===== src/sv/rkce_pkg.sv =====
`default_nettype none
// ----------------------------------------------------------------------------
// rkce_pkg
// Shared types and codes of the replicated key coherence engine.
// ----------------------------------------------------------------------------
package rkce_pkg;

  localparam int unsigned CFG_IDX_W  = 2;
  localparam int unsigned CFG_DATA_W = 8;

  typedef enum logic [CFG_IDX_W-1:0] {
    CFG_NODE_ID = 2'd0,
    CFG_ALIVE   = 2'd1
  } cfg_idx_e;

  typedef enum logic [2:0] {
    CMD_READ  = 3'd0,
    CMD_WRITE = 3'd1,
    CMD_INV   = 3'd2,
    CMD_ACK   = 3'd3,
    CMD_VAL   = 3'd4
  } cmd_e;

  typedef enum logic [2:0] {
    KS_VALID     = 3'd0,
    KS_INVALID   = 3'd1,
    KS_WRITE     = 3'd2,
    KS_INV_WRITE = 3'd3,
    KS_REPLAY    = 3'd4
  } key_state_e;

  typedef enum logic [3:0] {
    RS_GET_DONE  = 4'd0,
    RS_GET_STALL = 4'd1,
    RS_REPLAY    = 4'd2,
    RS_RETRY     = 4'd3,
    RS_PUT_OK    = 4'd4,
    RS_PUT_STALL = 4'd5,
    RS_INV_OK    = 4'd6,
    RS_INV_OOG   = 4'd7,
    RS_ACK_OK    = 4'd8,
    RS_LAST_ACK  = 4'd9,
    RS_VAL_OK    = 4'd10
  } rsp_e;

  typedef struct packed {
    logic [2:0]  command;
    logic [9:0]  key_index;
    logic [31:0] ts_version;
    logic [2:0]  ts_tie;
    logic [2:0]  sender;
    logic [63:0] data_in;
    logic [5:0]  buffer_slot;
  } in_word_t;

  typedef struct packed {
    logic [3:0]  status;
    logic [63:0] data_out;
    logic [31:0] out_version;
    logic [2:0]  out_tie;
    logic        completed;
    logic [5:0]  completed_slot;
  } out_word_t;

  typedef struct packed {
    logic clear;
    logic accept;
    logic commit;
  } ctrl_cmd_t;

  typedef struct packed {
    logic clear_last;
    logic out_full;
  } dp_status_t;

endpackage
`default_nettype wire


===== src/sv/rkce_ctrl.sv =====
`default_nettype none
// ----------------------------------------------------------------------------
// rkce_ctrl
// Sequencer: table clear after reset, then accept / execute per word.
// ----------------------------------------------------------------------------
module rkce_ctrl (
  input  wire logic                 clk_i,
  input  wire logic                 rst_ni,
  input  wire logic                 in_valid_i,
  output logic                      in_ready_o,
  input  wire logic                 out_ready_i,
  input  wire rkce_pkg::dp_status_t status_i,
  output rkce_pkg::ctrl_cmd_t       cmd_o
);
  import rkce_pkg::*;

  typedef enum logic [2:0] {
    S_CLEAR = 3'b001,
    S_IDLE  = 3'b010,
    S_EXEC  = 3'b100
  } state_e;

  state_e state_q, state_d;

  assign in_ready_o    = (state_q == S_IDLE);
  assign cmd_o.clear   = (state_q == S_CLEAR);
  assign cmd_o.accept  = in_valid_i && in_ready_o;
  assign cmd_o.commit  = (state_q == S_EXEC) && (!status_i.out_full || out_ready_i);

  always_comb begin
    state_d = state_q;
    case (state_q)
      S_CLEAR: if (status_i.clear_last) state_d = S_IDLE;
      S_IDLE:  if (cmd_o.accept) state_d = S_EXEC;
      S_EXEC:  if (cmd_o.commit) state_d = S_IDLE;
      default: state_d = S_CLEAR;
    endcase
  end

  always_ff @(posedge clk_i or negedge rst_ni) begin
    if (!rst_ni) begin
      state_q <= S_CLEAR;
    end else begin
      state_q <= state_d;
    end
  end

  a_onehot: assert property (@(posedge clk_i) disable iff (!rst_ni) $onehot(state_q))
    else $error("state not one-hot");
  a_accept_exec: assert property (@(posedge clk_i) disable iff (!rst_ni)
    cmd_o.accept |=> state_q == S_EXEC)
    else $error("accept did not lead to exec");
  a_no_accept_clear: assert property (@(posedge clk_i) disable iff (!rst_ni)
    cmd_o.clear |-> !in_ready_o)
    else $error("ready during clear");
  a_commit_idle: assert property (@(posedge clk_i) disable iff (!rst_ni)
    cmd_o.commit |=> state_q == S_IDLE)
    else $error("commit did not return to idle");

endmodule
`default_nettype wire


===== config.mk =====
export PLATFORM = sky130hd
export DESIGN_NAME = rkce_ctrl
export DESIGN_NICKNAME = d
export VERILOG_FILES = /design/src/sv/rkce_pkg.sv /design/src/sv/rkce_ctrl.sv
export SDC_FILE = /design/constraint.sdc
export NUM_CORES = 1
export LEC_CHECK = 0
export ABC_CLOCK_PERIOD_IN_PS = 2800
export BUFFER_PORTS_ARGS = -buffer_cell sky130_fd_sc_hd__buf_2
export CAP_MARGIN = 20
export CORE_AREA = 10 10 47 49
export CTS_CLUSTER_SIZE = 10
export DETAILED_ROUTE_END_ITERATION = 10
export DIE_AREA = 0 0 57 59
export GPL_TIMING_DRIVEN = 0
export PLACE_DENSITY = 0.3
export SETUP_SLACK_MARGIN = 0.05
export SYNTH_ARGS = -nofsm -noshare
export SYNTH_HDL_FRONTEND = slang
export SYNTH_SLANG_ARGS = --single-unit

===== constraint.sdc =====
create_clock -name clk_i -period 2.8 [get_ports clk_i]
set_input_delay 0.28 -clock clk_i [delete_from_list [all_inputs] [get_ports clk_i]]
set_output_delay 0.28 -clock clk_i [all_outputs]
set_load 0.01 [all_outputs]

### Yosys cells after proc, flatten, opt, wreduce, memory -nomap -nowiden

Index checks and enable logic that the tools add are counted.
W data, S select, Z words.

| word-level totals | value |
|---|---|
| register bits after elaboration | 3 |
| output and inout bits | 4 |

| operators by class | value |
|---|---|
| reduce and logical (&&, ||, !) cells | 5 |
| equality and inequality tests | 6 |
| muxes and demuxes | 4 |

Operator list:

| kind | count |
|---|---|
| $mux W3 | 3 |
| $pmux W3 S3 | 1 |
| $ne A2 B2 Y1 const B | 2 |
| $eq A3 B1 Y1 const B | 1 |
| $eq A3 B2 Y1 const B | 1 |
| $eq A3 B3 Y1 const B | 1 |
| $reduce_and A3 Y1 | 1 |
| $logic_and A1 B1 Y1 | 2 |
| $ne A2 B1 Y1 const B | 1 |
| $logic_not A1 Y1 | 1 |
| $logic_or A1 B1 Y1 | 1 |

### Longest topological paths before layout

| depth | value |
|---|---|
| depth after elaboration | 5 |
| mapped depth | 3 |
| gate-level depth less buffers | 3 |

### Worst setup path after synthesis

OpenSTA, ideal clock, no wires.

| timing path | value |
|---|---|
| path kind | flip-flop to output port |
| start | register state_q[0] |
| end | output cmd_o[1] (netlist bit) |
| stages on the path, launching flop included | 4 |
| required time | 2.520 ns |
| slack | 1.598 ns |
| arrival | 0.922 ns |
| cell sequence | dfstp_2 > nand2b_1 > nor2_1 > and2_1 |

RTL lines:

| item | line | source |
|---|---|---|
| from (decl) | rkce_ctrl.sv:23 | `state_e state_q, state_d;` |
| from (signal assigned) | rkce_ctrl.sv:44 | `state_q <= state_d;` |
| to (decl) | rkce_ctrl.sv:13 | `output rkce_pkg::ctrl_cmd_t cmd_o` |

==> flow_metrics.py <==
metrics = {
    "run_status": {
        "status": "finished clean",
    },
    "critical_path": {
        "worst_path_max_delay_cell": "dfstp_2",
        "cp-start-kind": "register",
        "worstSetupPathType": "reg2out",
        "worstPathCellList": "nand2b_1, nor2_1, and2_1, buf_2",
        "cp-end-kind": "output pin",
        "worstPathRequired_ns": 2.52,
        "reg2reg_from": "state_q[0]$_DFFE_PN1P_",
        "max_stage_delay_ns": 0.55,
        "ff2ff_setup_slack_ns": 1.73,
        "path_max_fanout": 5,
        "endpoint": "cmd_o[1]",
        "cp.arrival_ns": 1.25,
        "crit_path_start": "state_q[0]$_DFFE_PN1P_",
        "rr_worst_depth": 3,
        "worst_r2r_endpoint": "state_q[1]$_DFFE_PN0P_",
    },
    "power_and_ir_drop": {
        "p_leak_nw": 0.139,
        "power_density_nw_per_um2": 922,
        "ir_drop_mv": 0.283,
    },
    "synthesis": {
        "ys_types": 14,
        "ys_warn_count": 0,
        "synth_nets": 25,
        "synth_area_leader_cell": "dfrtp_1",
        "syn_area_um2": 166,
        "synth_top_cell_area_share": 0.301,
        "ys_seq_area_frac": 0.459,
        "yosys-top-cells-area": "dfrtp_1 30%, dfstp_2 16%, nand2b_1 7.5%",
        "syn_area_per_cell_um2": 8.76,
        "ys_ff_latch": 3,
        "synthCells": 19,
    },
    "clock_network": {
        "clk_pin_slew_ns": 0.04,
        "clk_path_buf_depth": 2,
        "htree_levels": 1,
        "cts_root_buffer": "clkbuf_4",
        "cts_setup_buffers": 0,
        "worst_skew_pair.late_latency_ns": 0.23,
        "cts_tree": "yes",
        "cts_resized": 0,
        "clock-sinks": 3,
        "cts_hold_buf": 1,
        "numCtsBuffers": 3,
    },
    "finish": {
        "fill_cells": 177,
        "final_util": 0.191,
        "layout_common_cells": "9 x buf_2, 3 x clkbuf_4",
        "top_regs": "state_q: 3 flops",
        "regMostFlops": "state_q",
        "final_common_cell": "buf_2",
        "area_delta_synth_final_pct": 60.9,
        "layout-drive-gt1-share": 0.424,
        "largest_reg_flops": 3,
        "fin_nets": 40,
        "final_cells": 49,
        "antenna_cells": 0,
    },
    "route": {
        "drc": 0,
        "postRouteAntennaNets": 0,
        "vias": 175,
        "drtPass1Iterations": 2,
        "wl_per_cell_um": 9.47,
        "drt_iter0_drc": 1,
        "vias_per_cell": 3.57,
        "totalWireLength_um": 464,
    },
    "placement": {
        "post-dp-hpwl_um": 380,
        "dp_cells": 44,
        "place.gp.congestion": 0.616,
        "port-buffer-count": 9,
    },
    "global_routing": {
        "grt_overflow": 0,
        "first_global_vias": 190,
        "grt_max_degree": 7,
        "antenna_found_initial": 0,
        "grt_pass1_wl_um": 738,
        "grt_usage": 0.0290,
    },
    "timing": {
        "setup_viol": 0,
        "tightest_slew_ns": 0.175,
        "whs_ns": 0.337,
        "grt_setup_unrepaired": "no",
        "final_max_slew_viol_count": 0,
        "fin_crit_ns": 1.53,
        "slew-limit-headroom": 0.882,
        "finalCritPeriodShare": 0.548,
        "tns_ns": 0,
        "hold_viol": 0,
        "max_freq_mhz": 652,
        "finClkSkew_ns": 0.00166,
    },
    "job": {
        "cap_viol_max_count": 0,
    },
    "floorplan": {
        "dieArea_um2": 3360,
        "row_count": 14,
        "die_w_um": 57,
        "coreArea_um2": 1400,
        "start_util": 0.119,
        "pin_count": 10,
        "die_h_um": 59,
    },
    "worst_hold_path": {
        "hold_path.class": "in2reg",
    },
}
[worst min path at each step]
stage	endpoint	cells after the start	slack (ns)	from
after floorplan	state_q[1]$_DFFE_PN0P_	0	-0.02	rst_ni
after global placement	state_q[2]$_DFFE_PN0P_	1	0.08	rst_ni
after detailed placement	state_q[2]$_DFFE_PN0P_	1	0.08	rst_ni
after global routing	state_q[2]$_DFFE_PN0P_	3	0.36	in_valid_i
after CTS	state_q[2]$_DFFE_PN0P_	3	0.33	in_valid_i
final	state_q[2]$_DFFE_PN0P_	3	0.34	in_valid_i
[worst max-delay path, delay by kind of cell (launching register included)]
kind,cells,cell delay (ns)
flip-flops,1,0.55
AND/OR/NAND/NOR,3,0.35
buffers and inverters,1,0.13
[Yosys cell counts]
| library cell | number |
|---|---|
| a21o_1 | 1 |
| a21oi_1 | 1 |
| and2_1 | 1 |
| and3_1 | 1 |
| dfrtp_1 | 2 |
| dfstp_2 | 1 |
| inv_2 | 1 |
| nand2b_1 | 2 |
| nand3_1 | 2 |
| nand3b_1 | 1 |
| nor2_1 | 2 |
| nor3b_1 | 1 |
| o21ai_0 | 2 |
| or3_1 | 1 |
[routing by layer]
layer,part of all wire,vias up,global-route usage
met3,0.18,0,0.0236
met4,0,0,0.0302
li1,-,94,-
met5,0,-,0
met2,0.39,7,0.0357
met1,0.42,74,0.0286
[through the flow]
step	setup slack (ns)	instance area, µm²	power, mW
finish	1.27	268	0.247
global route	1.17	268	0.269
CTS	1.25	268	0.254
detailed placement	1.51	231	0.172
global placement	1.51	231	0.176
floorplan	1.60	166	0.138
[logic make-up (layout without fill, tap and decap cells)]
family,after synthesis,count (layout),synth area share
AO/OA/AOI/OAI,4,4,0.135
buffers and inverters,1,15,0.0225
AND/OR/NAND/NOR,11,11,0.384
flip-flops,3,3,0.459
[where the power goes]
group / internal, mW / total [mW] / switching, mW / leakage (nW)
registers: 0.0654 / 0.0851 / 0.0197 / 0.0371
clock network: 0.0534 / 0.0750 / 0.0217 / 0.0150
logic: 0.0430 / 0.0867 / 0.0437 / 0.0870
[cell type report]
class / count / area [µm²] / area share
Timing Repair Buffer: 10 / 55.1 / 0.206
Inverter: 1 / 3.75 / 0.0140
Sequential cell: 3 / 76.3 / 0.285
Clock buffer: 4 / 26.3 / 0.0981
Multi-Input combinational cell: 15 / 86.3 / 0.322
Tap cell: 16 / 20.0 / 0.0748
Power figures use the tool's default switching activity.
